**src/rtl/tsfr_pkg.sv**
```systemverilog
package tsfr_pkg;

  // Line tags in bits 7..6 of a received byte
  localparam logic [1:0] TAG_CMD = 2'b00;
  localparam logic [1:0] TAG_A   = 2'b01;
  localparam logic [1:0] TAG_B   = 2'b10;
  localparam logic [1:0] TAG_END = 2'b11;

  // Command codes
  localparam logic [5:0] CMD_NONE      = 6'h00;
  localparam logic [5:0] CMD_ACK0      = 6'h20;
  localparam logic [5:0] CMD_PING      = 6'h21;
  localparam logic [5:0] CMD_PEER_ACK  = 6'h22;
  localparam logic [5:0] CMD_STATUS    = 6'h23;
  localparam logic [5:0] CMD_ACK1      = 6'h24;
  localparam logic [5:0] CMD_ACK2      = 6'h25;
  localparam logic [5:0] CMD_PEER_NACK = 6'h2E;
  localparam logic [5:0] CMD_RESET     = 6'h2F;

  // Reset command key bytes
  localparam logic [7:0] KEY_A = 8'h4D;
  localparam logic [7:0] KEY_B = 8'h1E;

  // Transmitted bytes
  localparam logic [7:0] BYTE_PING   = 8'h01;
  localparam logic [7:0] BYTE_ACK    = 8'h02;
  localparam logic [7:0] BYTE_STATUS = 8'h03;
  localparam logic [7:0] BYTE_NACK   = 8'h0E;
  localparam logic [7:0] BYTE_END    = 8'hC0;
  localparam logic [7:0] BYTE_DATA   = 8'h80;

  // Result kinds
  localparam logic [1:0] KIND_TX        = 2'd0;
  localparam logic [1:0] KIND_PEER_ACK  = 2'd1;
  localparam logic [1:0] KIND_PEER_NACK = 2'd2;

  localparam logic [63:0] STATUS_RESET = 64'h0000_32D2_32FD_D721;

  // Job queue between front and back
  localparam int QDEPTH = 4;
  localparam int QAW    = $clog2(QDEPTH);

  typedef enum logic [2:0] {
    JOB_ACK       = 3'd0,
    JOB_PING      = 3'd1,
    JOB_PEER_ACK  = 3'd2,
    JOB_PEER_NACK = 3'd3,
    JOB_STATUS    = 3'd4,
    JOB_RST_OK    = 3'd5,
    JOB_RST_BAD   = 3'd6
  } job_kind_t;

  typedef struct packed {
    logic      valid;
    job_kind_t kind;
  } job_push_t;

  typedef struct packed {
    logic      avail;
    job_kind_t kind;
  } job_head_t;

endpackage

```
**src/rtl/tsfr_front.sv**
```systemverilog
module tsfr_front import tsfr_pkg::*; (
  input  logic       clk,
  input  logic       rst_n,
  input  logic       in_valid,
  input  logic [7:0] in_rx_byte,
  output logic       in_stall,
  input  logic       q_full,
  output job_push_t  push
);

  logic [5:0] cmd_r, cmd_nxt;
  logic [1:0] a_cnt_r, a_cnt_nxt, b_cnt_r, b_cnt_nxt;
  logic [5:0] a0_r, a0_nxt, a1_r, a1_nxt, b0_r, b0_nxt, b1_r, b1_nxt;
  logic       accept;
  logic [1:0] tag;
  logic [5:0] data;
  logic [5:0] a0_eff, a1_eff, b0_eff, b1_eff;
  logic [7:0] first_a, first_b;

  assign in_stall = q_full;
  assign accept   = in_valid && !q_full;
  assign tag      = in_rx_byte[7:6];
  assign data     = in_rx_byte[5:0];

  // Missing sextets read as zero
  assign a0_eff  = (a_cnt_r > 2'd0) ? a0_r : 6'd0;
  assign a1_eff  = (a_cnt_r > 2'd1) ? a1_r : 6'd0;
  assign b0_eff  = (b_cnt_r > 2'd0) ? b0_r : 6'd0;
  assign b1_eff  = (b_cnt_r > 2'd1) ? b1_r : 6'd0;
  assign first_a = {a0_eff, a1_eff[5:4]};
  assign first_b = {b0_eff, b1_eff[5:4]};

  always_comb begin
    cmd_nxt    = cmd_r;
    a_cnt_nxt  = a_cnt_r;
    b_cnt_nxt  = b_cnt_r;
    a0_nxt     = a0_r;
    a1_nxt     = a1_r;
    b0_nxt     = b0_r;
    b1_nxt     = b1_r;
    push.valid = 1'b0;
    push.kind  = JOB_ACK;
    if (accept) begin
      case (tag)
        TAG_CMD: begin
          cmd_nxt = data;
        end
        TAG_A: begin
          if (cmd_r != CMD_NONE && a_cnt_r < 2'd2) begin
            if (a_cnt_r == 2'd0) a0_nxt = data;
            else a1_nxt = data;
            a_cnt_nxt = a_cnt_r + 2'd1;
          end
        end
        TAG_B: begin
          if (cmd_r != CMD_NONE && b_cnt_r < 2'd2) begin
            if (b_cnt_r == 2'd0) b0_nxt = data;
            else b1_nxt = data;
            b_cnt_nxt = b_cnt_r + 2'd1;
          end
        end
        TAG_END: begin
          if (cmd_r != CMD_NONE) begin
            push.valid = 1'b1;
            case (cmd_r)
              CMD_ACK0, CMD_ACK1, CMD_ACK2: push.kind = JOB_ACK;
              CMD_PING:      push.kind = JOB_PING;
              CMD_PEER_ACK:  push.kind = JOB_PEER_ACK;
              CMD_PEER_NACK: push.kind = JOB_PEER_NACK;
              CMD_STATUS:    push.kind = JOB_STATUS;
              CMD_RESET: begin
                push.kind = (first_a == KEY_A && first_b == KEY_B) ? JOB_RST_OK
                                                                   : JOB_RST_BAD;
              end
              default: push.valid = 1'b0;
            endcase
            // Close the frame
            cmd_nxt   = CMD_NONE;
            a_cnt_nxt = 2'd0;
            b_cnt_nxt = 2'd0;
          end
        end
        default: ;
      endcase
    end
  end

  always_ff @(posedge clk) begin
    if (!rst_n) begin
      cmd_r   <= CMD_NONE;
      a_cnt_r <= 2'd0;
      b_cnt_r <= 2'd0;
      a0_r    <= 6'd0;
      a1_r    <= 6'd0;
      b0_r    <= 6'd0;
      b1_r    <= 6'd0;
    end else begin
      cmd_r   <= cmd_nxt;
      a_cnt_r <= a_cnt_nxt;
      b_cnt_r <= b_cnt_nxt;
      a0_r    <= a0_nxt;
      a1_r    <= a1_nxt;
      b0_r    <= b0_nxt;
      b1_r    <= b1_nxt;
    end
  end

endmodule

```
**src/rtl/tsfr_queue.sv**
```systemverilog
module tsfr_queue import tsfr_pkg::*; (
  input  logic      clk,
  input  logic      rst_n,
  input  job_push_t push,
  output logic      full,
  input  logic      pop,
  output job_head_t head
);

  job_kind_t       mem_r [QDEPTH];
  logic [QAW-1:0]  wptr_r, rptr_r;
  logic [QAW:0]    cnt_r, cnt_nxt;
  logic            do_push, do_pop;

  assign full      = (cnt_r == (QAW+1)'(QDEPTH));
  assign head.avail = (cnt_r != '0);
  assign head.kind  = mem_r[rptr_r];
  assign do_push   = push.valid && !full;
  assign do_pop    = pop && head.avail;

  always_comb begin
    cnt_nxt = cnt_r;
    if (do_push && !do_pop) cnt_nxt = cnt_r + 1'b1;
    else if (!do_push && do_pop) cnt_nxt = cnt_r - 1'b1;
  end

  always_ff @(posedge clk) begin
    if (do_push) mem_r[wptr_r] <= push.kind;
  end

  always_ff @(posedge clk) begin
    if (!rst_n) begin
      wptr_r <= '0;
      rptr_r <= '0;
      cnt_r  <= '0;
    end else begin
      if (do_push) wptr_r <= wptr_r + 1'b1;
      if (do_pop) rptr_r <= rptr_r + 1'b1;
      cnt_r <= cnt_nxt;
    end
  end

endmodule

```
**src/rtl/tsfr_back.sv**
```systemverilog
module tsfr_back import tsfr_pkg::*; #(
  parameter int STATUS_BYTES = 8
) (
  input  logic        clk,
  input  logic        rst_n,
  input  job_head_t   head,
  output logic        pop,
  input  logic [63:0] status_payload,
  output logic        out_valid,
  input  logic        out_stall,
  output logic [1:0]  out_kind,
  output logic [7:0]  out_tx_byte,
  output logic        out_reset_request,
  output logic        out_last
);

  localparam int NSX = (8 * STATUS_BYTES + 5) / 6;
  localparam int SW  = $clog2(NSX + 2);
  localparam logic [63:0] KEEP_MASK = ~(64'hFFFF_FFFF_FFFF_FFFF >> (8 * STATUS_BYTES));

  logic        active_r;
  job_kind_t   job_r;
  logic [SW-1:0] step_r;
  logic [65:0] sh_r;

  logic        out_valid_r;
  logic [1:0]  kind_r;
  logic [7:0]  byte_r;
  logic        rst_req_r;
  logic        last_r;

  logic        out_free, emit;
  logic [1:0]  r_kind;
  logic [7:0]  r_byte;
  logic        r_rst, r_last;

  assign out_free = !out_valid_r || !out_stall;
  assign emit     = active_r && out_free;
  assign pop      = head.avail && (!active_r || (emit && r_last));

  // Result for the current job and step
  always_comb begin
    r_kind = KIND_TX;
    r_byte = 8'd0;
    r_rst  = 1'b0;
    r_last = 1'b0;
    case (job_r)
      JOB_PEER_ACK: begin
        r_kind = KIND_PEER_ACK;
        r_last = 1'b1;
      end
      JOB_PEER_NACK: begin
        r_kind = KIND_PEER_NACK;
        r_last = 1'b1;
      end
      JOB_STATUS: begin
        if (step_r == '0) r_byte = BYTE_STATUS;
        else if (step_r == SW'(NSX + 1)) begin
          r_byte = BYTE_END;
          r_last = 1'b1;
        end else r_byte = BYTE_DATA | {2'b00, sh_r[65:60]};
      end
      JOB_ACK, JOB_PING, JOB_RST_OK, JOB_RST_BAD: begin
        if (step_r == '0) begin
          case (job_r)
            JOB_PING:    r_byte = BYTE_PING;
            JOB_RST_BAD: r_byte = BYTE_NACK;
            default:     r_byte = BYTE_ACK;
          endcase
        end else begin
          r_byte = BYTE_END;
          r_last = 1'b1;
          r_rst  = (job_r == JOB_RST_OK);
        end
      end
      default: ;
    endcase
  end

  always_ff @(posedge clk) begin
    if (!rst_n) begin
      active_r    <= 1'b0;
      out_valid_r <= 1'b0;
      step_r      <= '0;
    end else begin
      if (pop) begin
        active_r <= 1'b1;
        step_r   <= '0;
      end else if (emit) begin
        if (r_last) active_r <= 1'b0;
        step_r <= step_r + 1'b1;
      end
      if (out_free) out_valid_r <= active_r;
    end
  end

  always_ff @(posedge clk) begin
    if (pop) begin
      job_r <= head.kind;
      sh_r  <= {status_payload & KEEP_MASK, 2'b00};
    end else if (emit && job_r == JOB_STATUS && step_r != '0) begin
      sh_r <= sh_r << 6;
    end
    if (emit) begin
      kind_r    <= r_kind;
      byte_r    <= r_byte;
      rst_req_r <= r_rst;
      last_r    <= r_last;
    end
  end

  assign out_valid         = out_valid_r;
  assign out_kind          = kind_r;
  assign out_tx_byte       = byte_r;
  assign out_reset_request = rst_req_r;
  assign out_last          = last_r;

endmodule

```
**src/rtl/tagged_sextet_frame_responder.sv**
```systemverilog
// Tagged sextet frame responder.
// Input channel: one received line byte per beat (in_valid / in_stall), bits 7..6
// tag, bits 5..0 sextet. Tag 00 loads the command, 01 and 10 add channel A / B
// sextets, 11 closes the frame and triggers the response for the command.
// Output channel (out_valid / out_stall): one result beat per cycle unless
// stalled, carrying out_kind, out_tx_byte, out_reset_request and out_last; the
// out_last flag marks the final beat caused by one input byte.
// Config channel: cfg_valid / cfg_ready writes status_payload; cfg_ready is
// always high. Write only while the block is idle.
// Throughput: one input byte per cycle unless stalled; one result beat per cycle
// unless stalled. A status response is 2 + ceil(8*STATUS_BYTES/6) beats.
// The first result of a frame follows its accepted end byte through the job
// queue write, the job register load, then the output register load.
// A four-entry job queue sits between the frame decoder and the response
// sequencer; in_stall rises only when that queue is full.
// Reset (rst_n, synchronous) clears the command, sextet counts, queue and
// output valid, and loads the default status payload.
// While out_stall is high on a valid beat, that beat holds and the sequencer waits.
module tagged_sextet_frame_responder import tsfr_pkg::*; #(
  parameter int STATUS_BYTES = 8
) (
  input  logic        clk,
  input  logic        rst_n,
  input  logic        in_valid,
  output logic        in_stall,
  input  logic [7:0]  in_rx_byte,
  output logic        out_valid,
  input  logic        out_stall,
  output logic [1:0]  out_kind,
  output logic [7:0]  out_tx_byte,
  output logic        out_reset_request,
  output logic        out_last,
  input  logic        cfg_valid,
  output logic        cfg_ready,
  input  logic [63:0] cfg_status_payload
);

  logic [63:0] status_r;
  job_push_t   push;
  job_head_t   head;
  logic        q_full;
  logic        pop;

  // Config register: always ready, take the beat directly
  assign cfg_ready = 1'b1;

  always_ff @(posedge clk) begin
    if (!rst_n) begin
      status_r <= STATUS_RESET;
    end else if (cfg_valid && cfg_ready) begin
      status_r <= cfg_status_payload;
    end
  end

  // Front: decode frames, classify the response
  tsfr_front u_front (
    .clk        (clk),
    .rst_n      (rst_n),
    .in_valid   (in_valid),
    .in_rx_byte (in_rx_byte),
    .in_stall   (in_stall),
    .q_full     (q_full),
    .push       (push)
  );

  // Hold pending responses so each side can stall alone
  tsfr_queue u_queue (
    .clk   (clk),
    .rst_n (rst_n),
    .push  (push),
    .full  (q_full),
    .pop   (pop),
    .head  (head)
  );

  // Back: advance through the beats of each response
  tsfr_back #(
    .STATUS_BYTES (STATUS_BYTES)
  ) u_back (
    .clk               (clk),
    .rst_n             (rst_n),
    .head              (head),
    .pop               (pop),
    .status_payload    (status_r),
    .out_valid         (out_valid),
    .out_stall         (out_stall),
    .out_kind          (out_kind),
    .out_tx_byte       (out_tx_byte),
    .out_reset_request (out_reset_request),
    .out_last          (out_last)
  );

  // A reset request only rides on the closing C0 of an ACK
  a_rst_req_end: assert property (@(posedge clk) disable iff (!rst_n)
    out_valid && out_reset_request |-> out_last && out_tx_byte == BYTE_END)
    else $error("reset request on a beat other than the closing byte");

  // Peer reports carry no byte and are single-beat responses
  a_peer_kind: assert property (@(posedge clk) disable iff (!rst_n)
    out_valid && out_kind != KIND_TX |-> out_tx_byte == 8'd0 && out_last)
    else $error("peer report beat carries a byte or is not last");

  // Input stalls only while the job queue is full
  a_stall_full: assert property (@(posedge clk) disable iff (!rst_n)
    in_stall |-> q_full)
    else $error("input stalled with room in the job queue");

  // Output empties after reset
  a_reset_out: assert property (@(posedge clk)
    !rst_n |=> !out_valid)
    else $error("output valid right after reset");

endmodule
```
**config.mk**
```make
export PLATFORM = sky130hd
export DESIGN_NAME = tagged_sextet_frame_responder
export DESIGN_NICKNAME = d
export VERILOG_FILES = /design/src/rtl/tsfr_pkg.sv /design/src/rtl/tsfr_front.sv /design/src/rtl/tsfr_queue.sv /design/src/rtl/tsfr_back.sv /design/src/rtl/tagged_sextet_frame_responder.sv
export SDC_FILE = /design/constraint.sdc
export NUM_CORES = 1
export LEC_CHECK = 0
export ABC_AREA = 1
export BUFFER_PORTS_ARGS = -buffer_cell sky130_fd_sc_hd__buf_2
export CAP_MARGIN = 0
export CORE_MARGIN = 2
export CORE_UTILIZATION = 55
export DETAILED_ROUTE_END_ITERATION = 10
export PLACE_DENSITY_LB_ADDON = 0.12
export SLEW_MARGIN = 5
export SYNTH_ARGS = -nofsm -noshare
export SYNTH_HDL_FRONTEND = slang
export SYNTH_SLANG_ARGS = --single-unit
```
**constraint.sdc**
```tcl
create_clock -name clk -period 8.7 [get_ports clk]
set_clock_uncertainty 0.2 [all_clocks]
set_input_delay 1.74 -clock clk [delete_from_list [all_inputs] [get_ports clk]]
set_output_delay 1.74 -clock clk [all_outputs]
set_load 0.02 [all_outputs]
```
==> summary.txt, run 1 <==
Status: finished, final reports clean
Ant. Diodes: 0
Initial core utilization: 56.75%
Clk buf depth: 2
Vias per cell: 5.100
Largest net degree at the start of global routing: 90
Placer Congestion: 0.8589
Pins Over Slew Limit: 0
Die W: 124.1 um
Core Rows: 43
Area used by multi-input combinational logic: 2724 um^2
Synth Instances: 898
HPWL after DPL: 9495 um
H-tree level count: 4
First-pass GRT wire length: 24930 um
Grt ovf: 0
FF-to-FF End: u_queue.cnt_r[2]
Share of post-route cells with drive strength above 1: 15.06%
Register area: 4795 um^2
Sum of negative setup slack: 0 ns
Most common flop cell mapped by yosys: dfxtp_1
Worst slew margin relative to its limit: 25.99%
Reg clk slew, reported paths: 0.07 ns
Seq/Total Area, Yosys: 60.39%
Crit Path Class: in -> reg
Most common cell after layout, fill and taps aside: nand2_1
Reg2Reg Depth: 15
Nets: 1059
CP Capture Type: register
Maxcap violations: 0
Crit path buffers/inverters: 2
Clk_lat worst skew: 0.43 ns
Hold slack: 0.2582 ns
WHS Path Cells: 2
Final setup viols: 0
Hold Path End: u_front.a0_r[2]
Post-synth ARST share: 0%
CTS resizes: 0
Reg-to-reg startpoint: u_back.step_r[0]
Fillers: 1242
Slowest stage delay, CP: 0.48 ns
Cells along the critical path: buf_2 -> nand2_1 -> nand2_1 -> inv_1 -> nand2_2 -> nand2_4 -> nand2_4 -> ha_1 -> fa_1 -> a21oi_1 -> o21a_1 -> o21ai_0 -> a21oi_1
Vias: 5931
Crit path max-delay family: simple AND/OR/NAND/NOR gates
RSZ-0062 raised after global routing: no
Routed Antenna Nets: 0
FMAX: 226.5 MHz
Mapped Avg Cell Area: 8.841 um^2
Worst VDD drop: 265.0 uV
Initial antenna violation count: 0
Clock sink count: 194
Minimum clock period: 4.414 ns
Top Ports: 92
Num CTS Buffers: 17
Initial DRC count: 479
Avg WL per Cell: 13.17 um
DRC viols: 0
Drt total wl: 15320 um
CP required: 8.86 ns
Unique cell type count in the Yosys netlist: 32
Final hold vios: 0
Commonest non-fill, non-tap cells in the layout: 259 x nand2_1, 138 x nor2_1, 103 x dfxtp_1, 91 x edfxtp_1, 90 x buf_2
Worst Hold Class: reg -> reg
Die Y: 124.1 um
Core Area: 13990 um^2
Synth Cell Area: 7939 um^2
Pwr/cell area: 344.6 nW/um^2
Area grow syn2layout: 13.44%
Critical Path AT: 4.57 ns
Root Driver: clkbuf_16
Final Cycle Share: 50.74%
Critical-path top delay cell: inv_1
DRT Pass-1 Iters: 4
IO Port Bufs: 90
Hold Crit Start: u_front.a0_r[2]
YS warnings: 0
Flop2flop setup slack: 5.36 ns
Hold_buf cts: 0
Die area: 15410 um^2
Worst Setup Start Kind: primary input
Worst slew pin tran: 1.110 ns
CTS tree: done
Vias in the first global route: 5308
EDFF count, synth: 91
Synth Register Bits: 194
Post-Syn Nets: 987
Pleak: 3.927 nW
Worst-path fanout max: 68
Tot GR Track Use: 21.20%
Post-CTS Setup Bufs: 0
through the flow:
step | total power, mW | setup slack (ns) | utilization, % | instances | cell area [um^2]
6_report | 3.104 | 4.286 | 64.38 | 1163 | 9006
5_1_grt | 3.313 | 3.970 | 64.38 | 1163 | 9006
4_1_cts | 3.127 | 4.228 | 64.38 | 1163 | 9006
3_5_place_dp | 2.366 | 3.798 | 60.31 | 1131 | 8437
3_3_place_gp | 2.350 | 3.877 | 60.31 | 1131 | 8437
2_1_floorplan | 2.226 | 1.483 | - | 898 | 7939
power breakdown:
group	leakage (nW)	total [mW]	switching, mW	internal [mW]
combinational	1.94	0.891	0.638	0.253
sequential	1.70	1.46	0.0945	1.36
clock	0.281	0.756	0.333	0.423
worst max-delay path by stage:
stage | start | end | slack, ns | cells after the start
detailed placement | out_stall | u_queue.cnt_r[2] | 3.80 | 13
CTS | out_stall | u_queue.cnt_r[2] | 4.23 | 13
finish | out_stall | u_queue.cnt_r[2] | 4.29 | 13
global route | out_stall | u_queue.cnt_r[2] | 3.97 | 13
global placement | out_stall | u_queue.cnt_r[2] | 3.88 | 13
floorplan | out_stall | u_back.sh_r[10] | 1.48 | 3
area by class of cell:
cell class / instances / area share (%)
clock buffers: 19 / 4.807
clock inverters: 13 / 1.514
inverters: 58 / 2.445
multi-input cells: 606 / 30.24
flip-flops and latches: 194 / 53.24
well taps: 180 / 2.501
repair buffers: 93 / 5.251
tightest hold or removal path: cells and delay by family, from the launching register on:
kind	cells	cell delay, ns
flops	1	0.30
compound gates	1	0.05
buf+inv	1	0.06
state kept, by name, indices dropped and copies added, names as in the netlist, 2 cells and up:
signal,flops
status_r,64
u_back.sh_r,64
u_queue.mem_r,12
u_back.out_tx_byte,8
u_front.a0_r,6
u_front.b0_r,6
u_front.cmd_r,6
u_back.step_r,4
u_back.job_r,3
u_queue.cnt_r,3
u_back.out_kind,2
u_front.a1_r,2
u_front.a_cnt_r,2
u_front.b1_r,2
u_front.b_cnt_r,2
u_queue.rptr_r,2
u_queue.wptr_r,2
routing by layer:
metal,up-vias,routed length (um),global-route usage [%]
met4,0,268,7.654
li1,3057,-,-
met2,140,6799,32.10
met5,-,0,0
met3,21,692,5.174
met1,2713,7557,29.79
cells in the mapped netlist (all sizes together) (2+ instances only):
cell type,instances,share of area (%)
nor2,138,6.5
buf,14,1.4
nor4,4,0.32
nand2,276,14
xor2,2,0.22
o22ai,3,0.24
ha,11,1.7
a211oi,2,0.19
edfxtp,91,34
a21oi,40,2.5
dfxtp,103,26
clkbuf,26,1.2
inv,58,2.8
nand4,4,0.32
o21ai,76,4.8
nand3,38,2.5
nor3,5,0.32
cells by family (layout without fill, tap and decap cells):
kind of cell	Yosys count	in the layout	share of synthesized area, %
DFF	194	194	60.39
other	1	1	0.04724
and+or+nand+nor	465	465	23.64
adders and majority gates	12	12	1.986
AOI/OAI and AO/OA	125	125	8.164
buffers and inverters	98	183	5.437
xor gates and xnor gates	3	3	0.3310
Power figures use the tool's default switching activity.
==> inputs of run 2 (changes only) <==
==> constraint.sdc (replaced) <==
create_clock -name clk -period 4.5 [get_ports clk]
set_clock_uncertainty 0.2 [all_clocks]
set_input_delay 0.9 -clock clk [delete_from_list [all_inputs] [get_ports clk]]
set_output_delay 0.9 -clock clk [all_outputs]
set_load 0.02 [all_outputs]
==> run 2 against run 1 <==
  * Total power up 93%
  * Sequential power is 92% higher
  * Die area unchanged
  * Combinational power increased by 98%
  * Core utilization increased by 0.16 points
  * Global-route usage down 0.27 points
  * Wire length fell by 0.15%
  * Largest power group unchanged
  * Highest routed layer unchanged
  * Critical path depth did not move
  * Via count fell by 1.3%
  * Final cell count is 0.17% higher
  * Count of clock-buffer cells in the layout grew 1
  * Hold slack got worse by 0.0023 ns
==> summary.txt, run 2 (synthesis results as in run 1) <==
Minimum clock period: 3.030 ns
Clk buf depth: 2
Slowest stage delay, CP: 0.47 ns
Worst setup path startpoint: out_stall
Worst slew pin tran: 0.9161 ns
Wl on met1: 7287 um
Worst slew margin relative to its limit: 38.93%
H-tree level count: 4
Ant. Diodes: 0
Final Cycle Share: 67.34%
Nets: 1061
Pwr/cell area: 665.1 nW/um^2
Vias in the first global route: 5132
Initial antenna violation count: 0
Share of post-route cells with drive strength above 1: 15.03%
Worst Setup Start Kind: primary input
Flop2flop setup slack: 1.71 ns
Final hold vios: 0
Worst-path fanout max: 16
Area used by multi-input combinational logic: 2724 um^2
Sum of negative setup slack: 0 ns
Pleak: 3.919 nW
Die W: 124.1 um
FMAX: 330.0 MHz
Reg2Reg Depth: 11
Placer Congestion: 0.8705
Area grow syn2layout: 13.73%
CTS tree: done
Die area: 15410 um^2
DR WL met3: 942 um
CP required: 4.66 ns
Grt ovf: 0
Core Area: 13990 um^2
Cells along the critical path: buf_2 -> nand2_1 -> nand2_1 -> inv_1 -> nand2_2 -> nand2_4 -> nand2_4 -> ha_1 -> fa_1 -> a21oi_1 -> o21a_1 -> o21ai_0 -> a21oi_1
Reg clk slew, reported paths: 0.07 ns
Top Registers: status_r x64, u_back.sh_r x64, u_queue.mem_r x12
Most common cell after layout, fill and taps aside: nand2_1
Total power: 6.005 mW
Vias: 5854
Crit Path Class: in -> reg
Largest net degree at the start of global routing: 65
Reg-to-reg startpoint: u_back.active_r
Register area: 4795 um^2
Critical-path top delay cell: inv_1
Post-CTS Setup Bufs: 0
Num CTS Buffers: 17
Hold_buf cts: 0
Commonest non-fill, non-tap cells in the layout: 259 x nand2_1, 138 x nor2_1, 103 x dfxtp_1, 91 x edfxtp_1, 90 x buf_2
Clock sink count: 194
Drt total wl: 15300 um
Crit path capture: u_queue.cnt_r[2]
Fillers: 1193
Tot GR Track Use: 20.94%
Clk_lat worst skew: 0.43 ns
Avg WL per Cell: 13.13 um
Crit path max-delay family: adder cells
DRT Pass-1 Iters: 5
Worst VDD drop: 525.2 uV
Die Y: 124.1 um
Crit path buffers/inverters: 2
Final core utilization: 64.54%
Worst Hold Class: reg -> reg
RSZ-0062 raised after global routing: no
Routed Antenna Nets: 0
FF-to-FF End: u_queue.cnt_r[2]
Top Ports: 92
DR top layer: met4
HPWL after DPL: 9754 um
Root Driver: clkbuf_16
Area after DPL: 8464 um^2
Design Area, Final: 9029 um^2
DRC viols: 0
Final setup viols: 0
Critical Path AT: 3.19 ns
Routed length on met2: 6868 um
Maxcap violations: 0
First-pass GRT wire length: 24650 um
Levels on crit path: 13
Initial core utilization: 56.75%
CP Capture Type: register
Core Rows: 43
Pins Over Slew Limit: 0
Status: finished, final reports clean
Vias per cell: 5.025
IO Port Bufs: 90
CTS resizes: 0
Initial DRC count: 514
[run 2: how the worst min path moves through the flow]
stage | start | end | slack, ns | depth (start not counted)
2_1_floorplan | u_front.a0_r[2] | u_front.a0_r[2] | 0.23 | 2
3_3_place_gp | status_r[14] | status_r[14] | 0.24 | 2
3_5_place_dp | status_r[14] | status_r[14] | 0.24 | 2
4_1_cts | status_r[3] | status_r[3] | 0.26 | 2
5_1_grt | status_r[1] | status_r[1] | 0.27 | 2
6_report | status_r[4] | status_r[4] | 0.26 | 2
[run 2: metrics by stage]
step / setup WS, ns / hold slack [ns] / instances
after floorplan: 1.078 / 0.2290 / 898
after global placement: 1.076 / 0.2398 / 1133
after detailed placement: 0.9909 / 0.2426 / 1133
after CTS: 1.448 / 0.2580 / 1165
after global routing: 1.160 / 0.2747 / 1165
final: 1.470 / 0.2559 / 1165
[run 2: power by group]
group / leakage [nW] / internal [mW] / switching (mW)
Combinational: 1.95 / 0.517 / 1.24
Sequential: 1.70 / 2.63 / 0.179
Clock: 0.259 / 0.795 / 0.650
[run 2: worst register-to-register path, cell delays in order, from the launching register on]
cell	delay, ns
dfxtp_1	0.39
nand2_1	0.19
inv_1	0.47
nand2_2	0.13
nand2_4	0.12
nand2_4	0.09
ha_1	0.23
fa_1	0.39
a21oi_1	0.15
o21a_1	0.14
o21ai_0	0.07
a21oi_1	0.15
[run 2: layout make-up]
class | count | share of cell area, %
Sequential cell | 194 | 53.10
Multi-Input combinational cell | 606 | 30.17
Timing Repair Buffer | 95 | 5.543
Clock buffer | 20 | 5.072
Tap cell | 180 | 2.494
Inverter | 58 | 2.439
Clock inverter | 12 | 1.178
[run 2: metal layers]
metal  vias up  GRT usage [%]
met1      2631          29.83
met2       148          31.28
met4         0          7.022
li1       3061              -
met5         -              0
met3        14          5.403
==> inputs of run 3 (changes only) <==
--- a/config.mk
+++ b/config.mk
@@ -5,7 +5,7 @@
 export SDC_FILE = /design/constraint.sdc
 export NUM_CORES = 1
 export LEC_CHECK = 0
-export ABC_AREA = 1
+export ABC_AREA = 0
 export BUFFER_PORTS_ARGS = -buffer_cell sky130_fd_sc_hd__buf_2
 export CAP_MARGIN = 0
 export CORE_MARGIN = 2
==> constraint.sdc (replaced) <==
create_clock -name clk -period 2.9 [get_ports clk]
set_clock_uncertainty 0.2 [all_clocks]
set_input_delay 0.58 -clock clk [delete_from_list [all_inputs] [get_ports clk]]
set_output_delay 0.58 -clock clk [all_outputs]
set_load 0.02 [all_outputs]
==> run 3 against run 2 <==
  * Core utilization is 0.21 points higher
  * Synthesized area is 1.3% higher
  * Global-route usage is 0.50 points lower
  * Clock power rose by 55%
  * Largest power group unchanged
  * Sequential power rose by 53%
  * Register-to-register slack worse by 1.5 ns
  * Sequential share of layout area fell by 1.8 points
  * Largest cell class unchanged
  * Critical path depth fell by 2
  * Sequential cell count is the same
  * Non-clock buffer count up 15
  * First-iteration DRC count shrank 16%
  * Total power is 57% higher
==> summary.txt, run 3 <==
Status: finished, final reports clean
Largest net degree at the start of global routing: 69
Top cells by count, synth: 214 x nand2_1, 103 x dfxtp_1, 91 x edfxtp_1, 80 x mux2i_1, 78 x nor2_1
Nets: 943
Post-Syn Nets: 857
YS warnings: 0
Synth Cell Area: 8041 um^2
Vias per cell: 5.170
Worst-path fanout max: 5
Top Registers: status_r x64, u_back.sh_r x64, u_queue.mem_r x12
Mapped Avg Cell Area: 10.47 um^2
Commonest non-fill, non-tap cells in the layout: 213 x nand2_1, 103 x dfxtp_1, 91 x edfxtp_1, 89 x buf_2, 80 x mux2i_1
Seq/Total Area, Yosys: 59.62%
Area grow syn2layout: 16.15%
Tot GR Track Use: 20.44%
Core Rows: 44
FMAX: 365.6 MHz
Drt total wl: 15240 um
Final Cycle Share: 94.32%
Vias in the first global route: 5389
Routed Antenna Nets: 0
Initial core utilization: 55.75%
Worst VDD drop: 583.8 uV
Clock sink count: 194
Pwr/cell area: 1007 nW/um^2
Total power: 9.402 mW
Area after DPL: 8705 um^2
Synth top area cells: edfxtp_1 34%, dfxtp_1 26%, nand2_1 10%, mux2i_1 10%, nor2_1 3.6%
Placement-stage worst setup slack: 0.09226 ns
Placer Congestion: 0.8753
Maxcap violations: 0
DRC viols: 0
Share of post-route cells with drive strength above 1: 18.57%
Final core utilization: 64.76%
Most common flop cell mapped by yosys: dfxtp_1
Placed insts: 1016
H-tree level count: 4
Initial antenna violation count: 0
Fin cells: 1051
Ant. Diodes: 0
Yosys top cell by area: edfxtp_1
DRT Pass-1 Iters: 5
Core Area: 14420 um^2
CP required: 3.07 ns
Die area: 15600 um^2
EDFF count, synth: 91
FF-to-FF End: u_queue.cnt_r[2]
Sum of negative setup slack: 0 ns
Worst Hold Class: in -> reg
Synth Instances: 768
Unique cell type count in the Yosys netlist: 56
Grt ovf: 0
Flop2flop setup slack: 0.16 ns
CP Capture Type: register
HPWL after DPL: 10050 um
Avg WL per Cell: 14.50 um
Synth Register Bits: 194
Minimum clock period: 2.735 ns
Clk buf depth: 2
Initial DRC count: 432
Root Driver: clkbuf_16
Top-count cell post-synth: nand2_1
Pins Over Slew Limit: 0
CTS tree: done
Reg2Reg Depth: 11
Vias: 5434
First-pass GRT wire length: 25830 um
Post-synth ARST share: 0%
Die W: 124.9 um
Worst setup path startpoint: u_back.step_r[0]
Hold slack: 0.1664 ns
Reg-to-reg startpoint: u_back.step_r[0]
Final worst slack: 0.1647 ns
Die Y: 124.9 um
Worst slew margin relative to its limit: 48.81%
Critical Path AT: 2.90 ns
Worst Setup Start Kind: register
Design Area, Final: 9340 um^2
Reg clk slew, reported paths: 0.07 ns
Crit path capture: u_queue.cnt_r[2]
Pleak: 4.094 nW
Num CTS Buffers: 17
IO Port Bufs: 90
Final setup viols: 0
Clk_lat worst skew: 0.43 ns
Worst slew pin tran: 0.7627 ns
Share of the synthesized area in the top cell type: 33.98%
Final hold vios: 0
Most common cell after layout, fill and taps aside: nand2_1
Crit Path Class: reg -> reg
Top Ports: 92
==> run 3: cell count changes in the layout (fill, tap and decap cells not counted), sizes merged, moves of 21 or more <==
cell,previous run,this run
inv,60,20
o21ai,76,14
a21oi,40,14
mux2i,0,80
nand3,38,17
nand2,276,214
nor2,138,78
==> run 3: kinds of logic after synthesis <==
group / Yosys count / synth area share (%)
adders and majority gates: 13 / 2.085
xor gates and xnor gates: 9 / 0.9803
AOI/OAI and AO/OA: 48 / 3.968
and+or+nand+nor: 358 / 19.01
other: 1 / 0.04663
DFF: 194 / 59.62
muxes: 83 / 10.80
buffers and inverters: 62 / 3.485
==> run 3: how the worst min path moves through the flow <==
| stage | startpoint | endpoint | slack, ns | cells past startpoint |
|---|---|---|---|---|
| 6_report | cfg_status_payload[19] | status_r[19] | 0.17 | 3 |
| 5_1_grt | cfg_status_payload[8] | status_r[8] | 0.15 | 3 |
| 4_1_cts | cfg_status_payload[15] | status_r[15] | 0.14 | 3 |
| 3_5_place_dp | status_r[5] | status_r[5] | 0.26 | 2 |
| 3_3_place_gp | status_r[5] | status_r[5] | 0.25 | 2 |
| 2_1_floorplan | status_r[0] | status_r[0] | 0.23 | 2 |
==> run 3: layer usage <==
metal	GRT usage, %	part of all wire [%]	vias to the layer above
li1	-	-	2762
met1	26.10	44	2546
met2	34.43	50	114
met3	6.014	4.6	12
met4	5.294	0.89	0
met5	0	0	-
==> run 3: power by group <==
group | switching (mW) | leakage [nW] | internal, mW
logic | 1.90 | 2.08 | 0.981
clock network | 0.967 | 0.280 | 1.27
registers | 0.245 | 1.74 | 4.05
==> run 3: final cells by class <==
type | count | area (um^2)
Fill cell | 1177 | 5084
Sequential cell | 194 | 4795
Multi-Input combinational cell | 512 | 3030
Timing Repair Buffer | 110 | 640.6
Clock buffer | 25 | 528.0
Tap cell | 184 | 230.2
Inverter | 19 | 71.32
Clock inverter | 7 | 45.04
==> run 3: timing repair <==
action | in CTS | in global routing
hold buffers | 0 | 0
endpoints found under the setup margin | 0 | 1
gates resized for setup | 0 | 7
buffers inserted | 0 | 3
==> run 3: critical path, stage by stage, from the launching register on <==
cell and delay (ns):
dfxtp_1 0.34, inv_1 0.11, ha_4 0.18, nand2_1 0.07
a221oi_2 0.26, o221a_2 0.25, inv_2 0.04, ha_1 0.21
fa_1 0.38, xnor2_1 0.15, or3_1 0.33, a21oi_2 0.14
